### src/rtl/core/atrp_pkg.sv
// shared types, codes and constants of the prompt and terminator matcher
package atrp_pkg;

	// default limits handed to the top level parameters
	localparam int DEF_MAX_PROMPT     = 24;
	localparam int DEF_MAX_TERMINATOR = 16;
	localparam int DEF_MAX_RESPONSE   = 32;

	// field widths fixed by the register map and word format
	localparam int CHAR_W      = 8;
	localparam int CFG_INDEX_W = 3;
	localparam int CFG_DATA_W  = 64;
	localparam int POS_W       = 5;
	localparam int SPACE_W     = 6;
	localparam int CHARS_PER_REG = CFG_DATA_W / CHAR_W;

	// carriage return ends gathering
	localparam logic [CHAR_W-1:0] CHAR_CR = 8'h0D;

	// configuration register indexes
	typedef enum logic [CFG_INDEX_W-1:0] {
		CFG_PROMPT_LOW,
		CFG_PROMPT_MID,
		CFG_PROMPT_HIGH,
		CFG_PROMPT_LENGTH,
		CFG_TERM_LOW,
		CFG_TERM_HIGH,
		CFG_TERM_LENGTH,
		CFG_CAPACITY
	} cfg_index_t;

	// reset value of the terminator length register
	localparam logic [POS_W-1:0] TERM_LENGTH_RST = 5'd4;

	// matcher phase
	typedef enum logic [1:0] {
		PH_PROMPT,
		PH_GATHER,
		PH_TERM
	} phase_t;

	// input word action codes
	localparam logic ACT_START = 1'b0;

	// classified command between front and back
	typedef enum logic {
		CMD_START,
		CMD_CHAR
	} cmd_kind_t;

	typedef struct packed {
		cmd_kind_t         kind;
		logic              is_cr;
		logic [CHAR_W-1:0] ch;
	} cmd_t;

	// input word
	typedef struct packed {
		logic              action;
		logic [CHAR_W-1:0] rx_char;
	} in_word_t;

	// result word
	typedef struct packed {
		logic              store_valid;
		logic [CHAR_W-1:0] store_char;
		logic [POS_W-1:0]  store_index;
		logic              gathering;
		logic              matched;
	} out_word_t;

endpackage

### src/rtl/core/atrp_front.sv
// front stage: accepts input words and classifies them into commands
module atrp_front (
	input  logic              clk,
	input  logic              arst_n,
	input  logic              in_valid,
	output logic              in_ready,
	input  atrp_pkg::in_word_t in_data,
	output logic              cmd_valid,
	input  logic              cmd_ready,
	output atrp_pkg::cmd_t    cmd_data
);
	import atrp_pkg::*;

	logic valid_s1;
	cmd_t cmd_s1;
	cmd_t cmd_d;

	// stage is free when empty or draining into the queue this cycle
	assign in_ready  = !valid_s1 || cmd_ready;
	assign cmd_valid = valid_s1;
	assign cmd_data  = cmd_s1;

	// classify the word
	always_comb begin
		cmd_d.kind  = (in_data.action == ACT_START) ? CMD_START : CMD_CHAR;
		cmd_d.is_cr = (in_data.rx_char == CHAR_CR);
		cmd_d.ch    = in_data.rx_char;
	end

	// stage valid
	always_ff @(posedge clk or negedge arst_n) begin
		if (!arst_n) begin
			valid_s1 <= 1'b0;
		end else if (in_valid && in_ready) begin
			valid_s1 <= 1'b1;
		end else if (cmd_ready) begin
			valid_s1 <= 1'b0;
		end
	end

	// stage payload
	always_ff @(posedge clk) begin
		if (in_valid && in_ready) begin
			cmd_s1 <= cmd_d;
		end
	end

endmodule

### src/rtl/core/atrp_queue.sv
// two-entry command queue between front and back
module atrp_queue (
	input  logic           clk,
	input  logic           arst_n,
	input  logic           push_valid,
	output logic           push_ready,
	input  atrp_pkg::cmd_t push_data,
	output logic           pop_valid,
	input  logic           pop_ready,
	output atrp_pkg::cmd_t pop_data
);
	import atrp_pkg::*;

	cmd_t       entry_q [2];
	logic       wr_ptr_q;
	logic       rd_ptr_q;
	logic [1:0] count_q;
	logic       push;
	logic       pop;

	assign push_ready = (count_q != 2'd2);
	assign pop_valid  = (count_q != 2'd0);
	assign pop_data   = entry_q[rd_ptr_q];
	assign push       = push_valid && push_ready;
	assign pop        = pop_valid && pop_ready;

	// pointers and fill count
	always_ff @(posedge clk or negedge arst_n) begin
		if (!arst_n) begin
			wr_ptr_q <= 1'b0;
			rd_ptr_q <= 1'b0;
			count_q  <= 2'd0;
		end else begin
			if (push) begin
				wr_ptr_q <= !wr_ptr_q;
			end
			if (pop) begin
				rd_ptr_q <= !rd_ptr_q;
			end
			if (push && !pop) begin
				count_q <= count_q + 2'd1;
			end else if (pop && !push) begin
				count_q <= count_q - 2'd1;
			end
		end
	end

	// entry storage
	always_ff @(posedge clk) begin
		if (push) begin
			entry_q[wr_ptr_q] <= push_data;
		end
	end

endmodule

### src/rtl/core/atrp_back.sv
// back end: configuration registers, prompt and terminator matching, result register
module atrp_back #(
	parameter int MAX_PROMPT     = atrp_pkg::DEF_MAX_PROMPT,
	parameter int MAX_TERMINATOR = atrp_pkg::DEF_MAX_TERMINATOR,
	parameter int MAX_RESPONSE   = atrp_pkg::DEF_MAX_RESPONSE
) (
	input  logic                                 clk,
	input  logic                                 arst_n,
	input  logic                                 cfg_we,
	input  logic [atrp_pkg::CFG_INDEX_W-1:0]     cfg_index,
	input  logic [atrp_pkg::CFG_DATA_W-1:0]      cfg_data,
	input  logic                                 cmd_valid,
	output logic                                 cmd_ready,
	input  atrp_pkg::cmd_t                       cmd_data,
	output logic                                 out_valid,
	input  logic                                 out_ready,
	output atrp_pkg::out_word_t                  out_data
);
	import atrp_pkg::*;

	// configuration
	logic [CHAR_W-1:0]  prompt_q [MAX_PROMPT];
	logic [CHAR_W-1:0]  term_q [MAX_TERMINATOR];
	logic [POS_W-1:0]   prompt_len_q;
	logic [POS_W-1:0]   term_len_q;
	logic [SPACE_W-1:0] capacity_q;

	// matcher state
	phase_t             phase_q, phase_d;
	logic [POS_W-1:0]   ppos_q, ppos_d;
	logic [POS_W-1:0]   tpos_q, tpos_d;
	logic [SPACE_W-1:0] space_q, space_d;
	logic [POS_W-1:0]   wpos_q, wpos_d;
	logic               done_q, done_d;

	// result register
	logic      out_valid_q;
	out_word_t out_q, out_d;

	logic               take;
	logic               is_start;
	logic [POS_W-1:0]   plen;
	logic [POS_W-1:0]   tlen;
	logic [SPACE_W-1:0] eff_cap;
	logic [CHAR_W-1:0]  pchar;
	logic [CHAR_W-1:0]  tchar;
	logic [POS_W-1:0]   ppos_inc;
	logic [POS_W-1:0]   tpos_inc;
	logic               prompt_step;
	logic               gather_step;
	logic               gather_store;
	logic               prompt_hit;
	logic               term_hit;

	assign take      = !out_valid_q || out_ready;
	assign cmd_ready = take;
	assign out_valid = out_valid_q;
	assign out_data  = out_q;
	assign is_start  = (cmd_data.kind == CMD_START);

	// configuration writes
	always_ff @(posedge clk or negedge arst_n) begin
		if (!arst_n) begin
			for (int k = 0; k < MAX_PROMPT; k++) begin
				prompt_q[k] <= '0;
			end
			for (int k = 0; k < MAX_TERMINATOR; k++) begin
				term_q[k] <= '0;
			end
			prompt_len_q <= '0;
			term_len_q   <= TERM_LENGTH_RST;
			capacity_q   <= '0;
		end else if (cfg_we) begin
			for (int k = 0; k < MAX_PROMPT; k++) begin
				if (cfg_index == (((k >> 3) == 0) ? CFG_PROMPT_LOW :
						((k >> 3) == 1) ? CFG_PROMPT_MID : CFG_PROMPT_HIGH)) begin
					prompt_q[k] <= cfg_data[(k & 7) * CHAR_W +: CHAR_W];
				end
			end
			for (int k = 0; k < MAX_TERMINATOR; k++) begin
				if (cfg_index == (((k >> 3) == 0) ? CFG_TERM_LOW : CFG_TERM_HIGH)) begin
					term_q[k] <= cfg_data[(k & 7) * CHAR_W +: CHAR_W];
				end
			end
			if (cfg_index == CFG_PROMPT_LENGTH) begin
				prompt_len_q <= cfg_data[POS_W-1:0];
			end
			if (cfg_index == CFG_TERM_LENGTH) begin
				term_len_q <= cfg_data[POS_W-1:0];
			end
			if (cfg_index == CFG_CAPACITY) begin
				capacity_q <= cfg_data[SPACE_W-1:0];
			end
		end
	end

	// clamped lengths and capacity
	always_comb begin
		plen = (int'(prompt_len_q) > MAX_PROMPT) ? POS_W'(MAX_PROMPT) : prompt_len_q;
		if (term_len_q == '0) begin
			tlen = POS_W'(1);
		end else if (int'(term_len_q) > MAX_TERMINATOR) begin
			tlen = POS_W'(MAX_TERMINATOR);
		end else begin
			tlen = term_len_q;
		end
		eff_cap = (int'(capacity_q) > MAX_RESPONSE) ? SPACE_W'(MAX_RESPONSE) : capacity_q;
	end

	// character select at the current match positions
	always_comb begin
		pchar = '0;
		for (int k = 0; k < MAX_PROMPT; k++) begin
			if (int'(ppos_q) == k) begin
				pchar = prompt_q[k];
			end
		end
		tchar = '0;
		for (int k = 0; k < MAX_TERMINATOR; k++) begin
			if (int'(tpos_q) == k) begin
				tchar = term_q[k];
			end
		end
	end

	// per-character decisions
	always_comb begin
		ppos_inc     = ppos_q + POS_W'(1);
		tpos_inc     = tpos_q + POS_W'(1);
		prompt_step  = !done_q && (plen != '0) && (phase_q == PH_PROMPT);
		gather_step  = !done_q && (plen != '0) && (phase_q == PH_GATHER)
			&& (capacity_q != '0);
		gather_store = gather_step && !cmd_data.is_cr && (space_q >= SPACE_W'(2));
		prompt_hit   = (ppos_q >= plen) || (cmd_data.ch == pchar);
		term_hit     = (tpos_q >= tlen) || (cmd_data.ch == tchar);
	end

	// next state
	always_comb begin
		phase_d = phase_q;
		ppos_d  = ppos_q;
		tpos_d  = tpos_q;
		space_d = space_q;
		wpos_d  = wpos_q;
		done_d  = done_q;
		if (is_start) begin
			phase_d = PH_PROMPT;
			ppos_d  = '0;
			tpos_d  = '0;
			space_d = eff_cap;
			wpos_d  = '0;
			done_d  = 1'b0;
		end else if (!done_q) begin
			// prompt and gathering come before the terminator for the same byte
			if (prompt_step) begin
				if (prompt_hit) begin
					ppos_d = ppos_inc;
					if (ppos_inc >= plen) begin
						phase_d = PH_GATHER;
					end
				end else begin
					ppos_d = (cmd_data.ch == prompt_q[0]) ? POS_W'(1) : '0;
				end
			end else if (gather_step) begin
				if (gather_store) begin
					wpos_d  = wpos_q + POS_W'(1);
					space_d = space_q - SPACE_W'(1);
				end else begin
					phase_d = PH_TERM;
				end
			end
			if (term_hit) begin
				tpos_d = tpos_inc;
				if (tpos_inc >= tlen) begin
					done_d = 1'b1;
				end
			end else begin
				tpos_d = (cmd_data.ch == term_q[0]) ? POS_W'(1) : '0;
			end
		end
	end

	// result word
	always_comb begin
		out_d = '0;
		if (!is_start) begin
			out_d.store_valid = gather_store;
			out_d.store_char  = gather_store ? cmd_data.ch : '0;
			out_d.store_index = gather_store ? wpos_q : '0;
			out_d.gathering   = (phase_d == PH_GATHER) && (plen != '0);
			out_d.matched     = done_d;
		end
	end

	// state and result valid
	always_ff @(posedge clk or negedge arst_n) begin
		if (!arst_n) begin
			phase_q     <= PH_PROMPT;
			ppos_q      <= '0;
			tpos_q      <= '0;
			space_q     <= '0;
			wpos_q      <= '0;
			done_q      <= 1'b0;
			out_valid_q <= 1'b0;
		end else if (take) begin
			out_valid_q <= cmd_valid;
			if (cmd_valid) begin
				phase_q <= phase_d;
				ppos_q  <= ppos_d;
				tpos_q  <= tpos_d;
				space_q <= space_d;
				wpos_q  <= wpos_d;
				done_q  <= done_d;
			end
		end
	end

	// result payload
	always_ff @(posedge clk) begin
		if (take && cmd_valid) begin
			out_q <= out_d;
		end
	end

	// done is sticky until a start word
	assert property (@(posedge clk) disable iff (!arst_n)
		done_q && !(take && cmd_valid && is_start) |=> done_q)
		else $error("done flag dropped without a start word");

	// a stored byte only comes out while gathering or together with the match
	assert property (@(posedge clk) disable iff (!arst_n)
		out_valid_q && out_q.store_valid |-> out_q.gathering && !out_q.matched || out_q.matched)
		else $error("byte stored outside gathering");

	// a start word leaves cleared match state
	assert property (@(posedge clk) disable iff (!arst_n)
		take && cmd_valid && is_start |=>
			ppos_q == '0 && tpos_q == '0 && wpos_q == '0 && !done_q)
		else $error("start word did not clear match state");

endmodule

### src/rtl/core/at_response_prompt_terminator_matcher.sv
// top level of the reply prompt and terminator matcher: front, queue and back
// Takes one modem reply byte per word and returns one result word for every input word,
// sustaining one word per clock while out_ready stays high; a word passes in turn through the
// front register, the two-entry queue and the back result register, and the only serial
// path is the update of the match positions in the back end. Action 0 starts a new wait
// and clears all match state; action 1 delivers a byte. Configuration writes should be
// made only while no words are in flight.
module at_response_prompt_terminator_matcher #(
	parameter int MAX_PROMPT     = atrp_pkg::DEF_MAX_PROMPT,
	parameter int MAX_TERMINATOR = atrp_pkg::DEF_MAX_TERMINATOR,
	parameter int MAX_RESPONSE   = atrp_pkg::DEF_MAX_RESPONSE
) (
	input  logic                             clk,
	input  logic                             arst_n,
	input  logic                             cfg_we,
	input  logic [atrp_pkg::CFG_INDEX_W-1:0] cfg_index,
	input  logic [atrp_pkg::CFG_DATA_W-1:0]  cfg_data,
	input  logic                             in_valid,
	output logic                             in_ready,
	input  atrp_pkg::in_word_t               in_data,
	output logic                             out_valid,
	input  logic                             out_ready,
	output atrp_pkg::out_word_t              out_data
);
	import atrp_pkg::*;

	logic f_valid;
	logic f_ready;
	cmd_t f_data;
	logic q_valid;
	logic q_ready;
	cmd_t q_data;

	// accept and classify
	atrp_front u_front (
		.clk       (clk),
		.arst_n    (arst_n),
		.in_valid  (in_valid),
		.in_ready  (in_ready),
		.in_data   (in_data),
		.cmd_valid (f_valid),
		.cmd_ready (f_ready),
		.cmd_data  (f_data)
	);

	// decoupling queue
	atrp_queue u_queue (
		.clk        (clk),
		.arst_n     (arst_n),
		.push_valid (f_valid),
		.push_ready (f_ready),
		.push_data  (f_data),
		.pop_valid  (q_valid),
		.pop_ready  (q_ready),
		.pop_data   (q_data)
	);

	// matching and result
	atrp_back #(
		.MAX_PROMPT     (MAX_PROMPT),
		.MAX_TERMINATOR (MAX_TERMINATOR),
		.MAX_RESPONSE   (MAX_RESPONSE)
	) u_back (
		.clk       (clk),
		.arst_n    (arst_n),
		.cfg_we    (cfg_we),
		.cfg_index (cfg_index),
		.cfg_data  (cfg_data),
		.cmd_valid (q_valid),
		.cmd_ready (q_ready),
		.cmd_data  (q_data),
		.out_valid (out_valid),
		.out_ready (out_ready),
		.out_data  (out_data)
	);

endmodule
### config.mk
export PLATFORM = sky130hd
export DESIGN_NAME = at_response_prompt_terminator_matcher
export DESIGN_NICKNAME = d
export VERILOG_FILES = /design/src/rtl/core/atrp_pkg.sv /design/src/rtl/core/atrp_front.sv /design/src/rtl/core/atrp_queue.sv /design/src/rtl/core/atrp_back.sv /design/src/rtl/core/at_response_prompt_terminator_matcher.sv
export SDC_FILE = /design/constraint.sdc
export NUM_CORES = 1
export LEC_CHECK = 0
export ABC_CLOCK_PERIOD_IN_PS = 9800
export BUFFER_PORTS_ARGS = -buffer_cell sky130_fd_sc_hd__clkbuf_2
export CAP_MARGIN = 20
export CORE_MARGIN = 5
export CORE_UTILIZATION = 60
export DETAILED_ROUTE_END_ITERATION = 10
export PLACE_DENSITY = 0.8
export SYNTH_ARGS = -nofsm -noshare
export SYNTH_HDL_FRONTEND = slang
export SYNTH_SLANG_ARGS = --single-unit
### constraint.sdc
create_clock -name clk -period 9.8 [get_ports clk]
set_clock_uncertainty 0.05 [all_clocks]
set_input_delay 1.47 -clock clk [delete_from_list [all_inputs] [get_ports clk]]
set_output_delay 1.47 -clock clk [all_outputs]
set_load 0.05 [all_outputs]
### Yosys cells after proc, flatten, opt, wreduce, memory -nomap -nowiden

Memory sizes are Yosys's and may differ from the RTL's.
Cells that the tools add are included.

* RAM bits: 20
* input port bits: 81
* memories: 1
* bits in registers: 392
* word-level logic and storage cells: 263

Memories
* u_queue.entry_q: depth 2, bits a word 10, rd ports 1, clocked after Yosys merged registers in 0, write ports 1, line atrp_queue.sv:14 `cmd_t entry_q [2];`

* multiplexer cells: 81
* add/sub/neg operators: 6
* order comparisons: 8
* equal/unequal tests: 58
* reduce and logical (&&, ||, !) cells: 47

Operator list (count)
* $mux W8: 40
* $eq A5 B5 Y1 const B: 24
* $mux W5: 15
* $eq A5 B4 Y1 const B: 8
* $mux W6: 6
* $eq A8 B8 Y1: 4
* $eq A5 B3 Y1 const B: 4
* $ge A5 B5 Y1: 4
* $reduce_and A2 Y1: 10
* $mux W2: 9
* $add A5 B1 Y5 const B: 3
* $logic_not A5 Y1: 3
* $eq A3 B3 Y1 const B: 4
* $logic_and A1 B1 Y1: 12
* $ne A2 B2 Y1 const B: 6
* $mux W1: 11
* $eq A5 B2 Y1 const B: 2
* $gt A5 B5 Y1 const B: 2
* $eq A8 B4 Y1 const B: 1
* $logic_not A1 Y1: 8
* $eq A3 B2 Y1 const B: 2
* $ge A6 B2 Y1 const B: 1
* $gt A6 B6 Y1 const B: 1
* $reduce_and A6 Y1: 1
* 13 further kinds: 19

### Logic depth before layout (Yosys ltp)

* depth in word-level cells: 33
* depth in mapped cells: 17
* mapped depth without buffers: 13

### Cells and area by module

From an unflattened synthesis, not the netlist that was laid out.

* cells, all modules: 1751
* area, all modules: 20737.4 um^2

Modules (own cells, without submodules)
* atrp_back: area each 19434.9 um^2, cells each 1685, times used 1, sequential area each 9515.4 um^2
* atrp_queue: area each 932.1 um^2, cells each 49, times used 1, sequential area each 700.7 um^2
* atrp_front: area each 370.4 um^2, cells each 17, times used 1, sequential area each 325.3 um^2

### Worst setup path after synthesis

Ideal clock, no wire load.

* kind: register to register
* start: register u_back.ppos_q[0]
* end: register u_back.ppos_q[2]
* data arrival time: 3838 ps
* clock period less this slack: 3957 ps
* data required time: 9682 ps
* path slack: 5843 ps
* cell stages (with the launch flop): 18
* path through: dfrtp_1 -> ha_1 -> clkbuf_1 -> clkbuf_1 -> clkbuf_1 -> and3_1 -> ha_1 -> clkbuf_1 -> clkbuf_1 -> o31ai_1 -> o21ai_0 -> nand4_1 -> o2111ai_1 -> o41ai_1 -> nor4_1 -> nand4_1 -> or3b_1 -> nand3_1

* word-level cells in the longest chain between the ends: 31

RTL lines
* from (decl): line atrp_back.sv:30 `logic [POS_W-1:0] ppos_q, ppos_d;`
* from (signal assigned): line atrp_back.sv:209 `ppos_q <= ppos_d;`
* $logic_not A5 Y1: line atrp_back.sv:114 `if (int'(ppos_q) == k) begin`
* $mux W8 (24 in series): line atrp_back.sv:114
* $eq A8 B8 Y1: line atrp_back.sv:134 `prompt_hit = (ppos_q >= plen) || (cmd_data.ch == pchar);`
* $logic_or A1 B1 Y1: line atrp_back.sv:134
* $mux W5 (*): line atrp_back.sv:156 `if (prompt_hit) begin`
* $mux W5 (*): line atrp_back.sv:155 `if (prompt_step) begin`
* $mux W5 (*): line atrp_back.sv:153 `end else if (!done_q) begin`
* $mux W5 (*): line atrp_back.sv:146 `if (is_start) begin`

Every way passes the cells marked *; elsewhere a longest branch is shown, timed or not. The select of a mux whose other input is x is not followed.
A chain may end at the register's enable or synchronous reset.

### Final worst setup path

* start: register u_back.ppos_q[0]
* end: register u_back.phase_q[0]

* word-level cells in the longest chain between the ends: 31

RTL lines
* $logic_not A5 Y1: line atrp_back.sv:114
* $mux W8 (24 in series): line atrp_back.sv:114
* $eq A8 B8 Y1: line atrp_back.sv:134
* $logic_or A1 B1 Y1: line atrp_back.sv:134
* $mux W2 (*): line atrp_back.sv:156
* $mux W2 (*): line atrp_back.sv:155
* $mux W2 (*): line atrp_back.sv:153
* $mux W2 (*): line atrp_back.sv:146
* to (signal assigned): line atrp_back.sv:208 `phase_q <= phase_d;`
* to (decl): line atrp_back.sv:29 `phase_t phase_q, phase_d;`

Every way passes the cells marked *; elsewhere a longest branch is shown, timed or not.

==> impl_metrics.tcl <==
set metrics [dict create \
    seqCellArea_mm2 0.0105 \
    power_density_mw_per_mm2 245 \
    power.switching_mw 2.12 \
    drive_above_1_share 0.285 \
    rows 70 \
    areaGrowthSynthToFinish_pct 9.90 \
    fmax_ghz 0.202 \
    viasPerCell 7.03 \
    gp_congestion 1.02 \
    first_global_vias 17381 \
    nets 2119 \
    finalSetupTns_ns 0 \
    die_height_um 201 \
    postRouteAntennaNets 0 \
    hold_violations 0 \
    numCtsBuffers 45 \
    dp_hpwl_um 58100 \
    crit_chain "inv_1, ha_2, buf_4, nand4bb_1, a32o_1, a21oi_1, a211oi_1, a2111oi_0, nand4_1, nor4_1, nand4_1, a21o_1, o41ai_2" \
    final_cells 2506 \
    clk_pin_slew_ns 0.06 \
    peakVddDrop_mv 0.203 \
    combPwrFrac 0.280 \
    leakagePower_nw 9.96 \
    synth_most_common_cell "dfrtp_1" \
    cp.required_ns 10.23 \
    netlist_instances 1957 \
    post_drt_wl_per_cell_um 32.8 \
    seq_area_frac_synth 0.482 \
    crit_fanout 46 \
    swShare 0.360 \
    endpoint_kind "flip-flop" \
    hp-class "reg -> reg" \
    synth_area_mm2 0.0219 \
    cts_sinks 412 \
    ioPinCount 99 \
    worstSetupPathType "reg -> reg" \
    ys_top_cells_by_area "dfrtp_1 42%, mux2_2 17%, edfxtp_1 6.3%, a21oi_1 2.6%, o21ai_0 2.4%" \
    crit_slowest_cell "ha_2" \
    ys_types 104 \
    start_kind "flip-flop" \
    synth_top_area_share 0.418 \
    yosysWarnings 0 \
    yosysTopAreaCell "dfrtp_1" \
    cts_buffer_depth 3 \
    antenna_cells 0 \
    cts_root_buffer "clkbuf_16" \
    min_period_over_period 0.505 \
    grt_max_degree 125 \
    max_slew.worst_pin.slew_ns 1.12 \
    tritoncts "built" \
    dp.cells 2423 \
    multi_input_area_mm2 0.0105 \
    antenna_found_initial 1 \
    cp_common_cell "nand4_1" \
    postCtsHoldBufs 0 \
    timing.final.max_slew_violations 0 \
    ys_ff_latch 412 \
    worstPathArrival_ns 5.38 \
    post_cts_buffers 0 \
    drt-total-wl_um 82100 \
    synth-edff-count 46 \
    power_mw 5.89 \
    synth-async-reset-ratio 0.888 \
    drt-initial-drc-count 2171 \
    start_util 0.603 \
    fill_cells 2710 \
    status "finished clean" \
    overflow 0 \
    grt_pass1_wl_um 120000 \
    critPathMaxStageDelay_ns 0.56 \
    post-route-min-period_ns 4.95 \
    dieArea_mm2 0.0404 \
    clock_latency_ns 0.60 \
    syn_nets 2073 \
    synth-main-ff-cell "dfrtp_1" \
    chipWidth_um 201 \
    drc 0 \
    clock_power_share 0.295 \
    p_int_mw 3.77 \
    grt.total_usage 0.401 \
    slew_headroom 0.253 \
    core-area_mm2 0.0363 \
    setup_viol 0 \
    num_vias 17626 \
    post_cts_resized 0 \
    p_seq_frac 0.425 \
    rsz0062_at_grt "false" \
    io_buffers 98 \
    yosys-top-cells-count "365 x dfrtp_1, 323 x mux2_2, 113 x a21oi_1, 107 x nand2_1, 107 x o21ai_0" \
    postSynthAreaPerCell_um2 11.2 \
    drv_cap 0 \
    firstDrtPassIters 5 \
    htreeDepth 2 \
]
==> registers in the layout (all words and copies together), names as in the netlist, 2 cells and up <==
name / cells
u_back.prompt_len_q: 5
u_back.prompt_q: 192
u_back.ppos_q: 5
u_back.capacity_q: 6
u_back.phase_q: 2
u_queue.count_q: 2
u_back.term_len_q: 5
u_back.term_q: 128
u_back.out_data: 16
u_back.tpos_q: 5
u_back.space_q: 6
u_queue.entry_q: 20
u_back.wpos_q: 5
u_front.cmd_data: 10
==> area by class of cell <==
cell class,instances,share of cell area
Clock inverter,28,0.0106
Timing Repair Buffer,129,0.0304
Tap cell,468,0.0244
Sequential cell,412,0.439
Multi-Input combinational cell,1364,0.437
Inverter,51,0.00796
Clock buffer,54,0.0516
==> per-stage QoR <==
| step | hold slack [ns] | cell area [um^2] | util | setup WS, ns |
|---|---|---|---|---|
| 6_report | 0.414 | 24000 | 0.663 | 4.85 |
| 5_1_grt | 0.429 | 24000 | 0.663 | 4.63 |
| 4_1_cts | 0.410 | 24000 | 0.663 | 5.08 |
| 3_5_place_dp | 0.391 | 22500 | 0.622 | 5.11 |
| 3_3_place_gp | 0.406 | 22500 | 0.622 | 5.19 |
| 2_1_floorplan | 0.371 | 21900 | - | 5.84 |
==> placed cells by master, fill, tap and decap left out, types with 16 or more instances in the layout <==
cell type | netlist | routed
nand3_1 | 29 | 29
inv_1 | 50 | 50
o211ai_1 | 22 | 22
ha_1 | 35 | 32
nand4_1 | 16 | 16
nor3_1 | 36 | 34
a21oi_1 | 113 | 113
nand2b_1 | 28 | 28
edfxtp_1 | 46 | 46
nand2_1 | 107 | 107
mux2_2 | 323 | 323
a22oi_1 | 17 | 17
nor2_1 | 87 | 87
dfrtp_1 | 365 | 364
a31oi_1 | 17 | 17
o21ai_0 | 107 | 107
nand3b_1 | 23 | 23
buf_4 | 10 | 30
clkbuf_2 | 0 | 98
a211oi_1 | 18 | 18
nor2b_1 | 37 | 37
a21o_1 | 16 | 16
nor4_1 | 17 | 17
clkbuf_16 | 0 | 46
xnor2_1 | 22 | 22
==> worst max-delay path: cells and delay by family (launching register included) <==
family	cells	cell delay [ns]
AO/OA/AOI/OAI	6	1.84
AND/OR/NAND/NOR	4	1.20
flip-flops	1	0.47
buffers and inverters	2	0.72
adder cells (fa/ha/maj)	1	0.56
==> per-layer routing <==
layer	wire, um	global-route usage	share of wire	vias to the layer above
li1	-	-	-	7355
met1	33600	0.577	0.41	8802
met2	34100	0.568	0.42	1247
met3	9630	0.105	0.12	220
met4	4770	0.193	0.058	2
met5	12	0	0.00015	-
==> power groups by stage <==
stage,Sequential [mW],Combinational (mW),Clock (mW)
after floorplan,2.40,1.04,0
after global placement,2.48,1.55,0
after detailed placement,2.49,1.59,0
after CTS,2.47,1.61,1.74
after global routing,2.52,1.75,1.82
final,2.50,1.65,1.74
==> kinds of logic (layout without fill, tap and decap cells) <==
logic type / Yosys count / in the layout / synth area share
AOI/OAI and AO/OA: 456 / 456 / 0.138
and+or+nand+nor: 503 / 503 / 0.134
adders and majority gates: 35 / 35 / 0.0200
DFF: 412 / 412 / 0.482
xor gates and xnor gates: 32 / 32 / 0.0128
muxes: 338 / 338 / 0.173
buffers and inverters: 181 / 262 / 0.0403
==> final timing paths <==
kind                                startpoint                     to  slack (ns)  cells past startpoint
max                           u_back.ppos_q[0]      u_back.phase_q[0]        4.85                     13
min reg2reg                u_front.cmd_data[8]  u_queue.entry_q[0][8]        0.41                      0
min                        u_front.cmd_data[8]  u_queue.entry_q[0][8]        0.41                      0
min in group asynchronous               arst_n      u_front.cmd_valid        0.89                      1
max reg2reg                   u_back.ppos_q[0]      u_back.phase_q[0]        4.85                     13
max in group asynchronous               arst_n   u_back.prompt_q[101]        7.20                      2
Note: power is estimated with default switching activity, not from simulation.
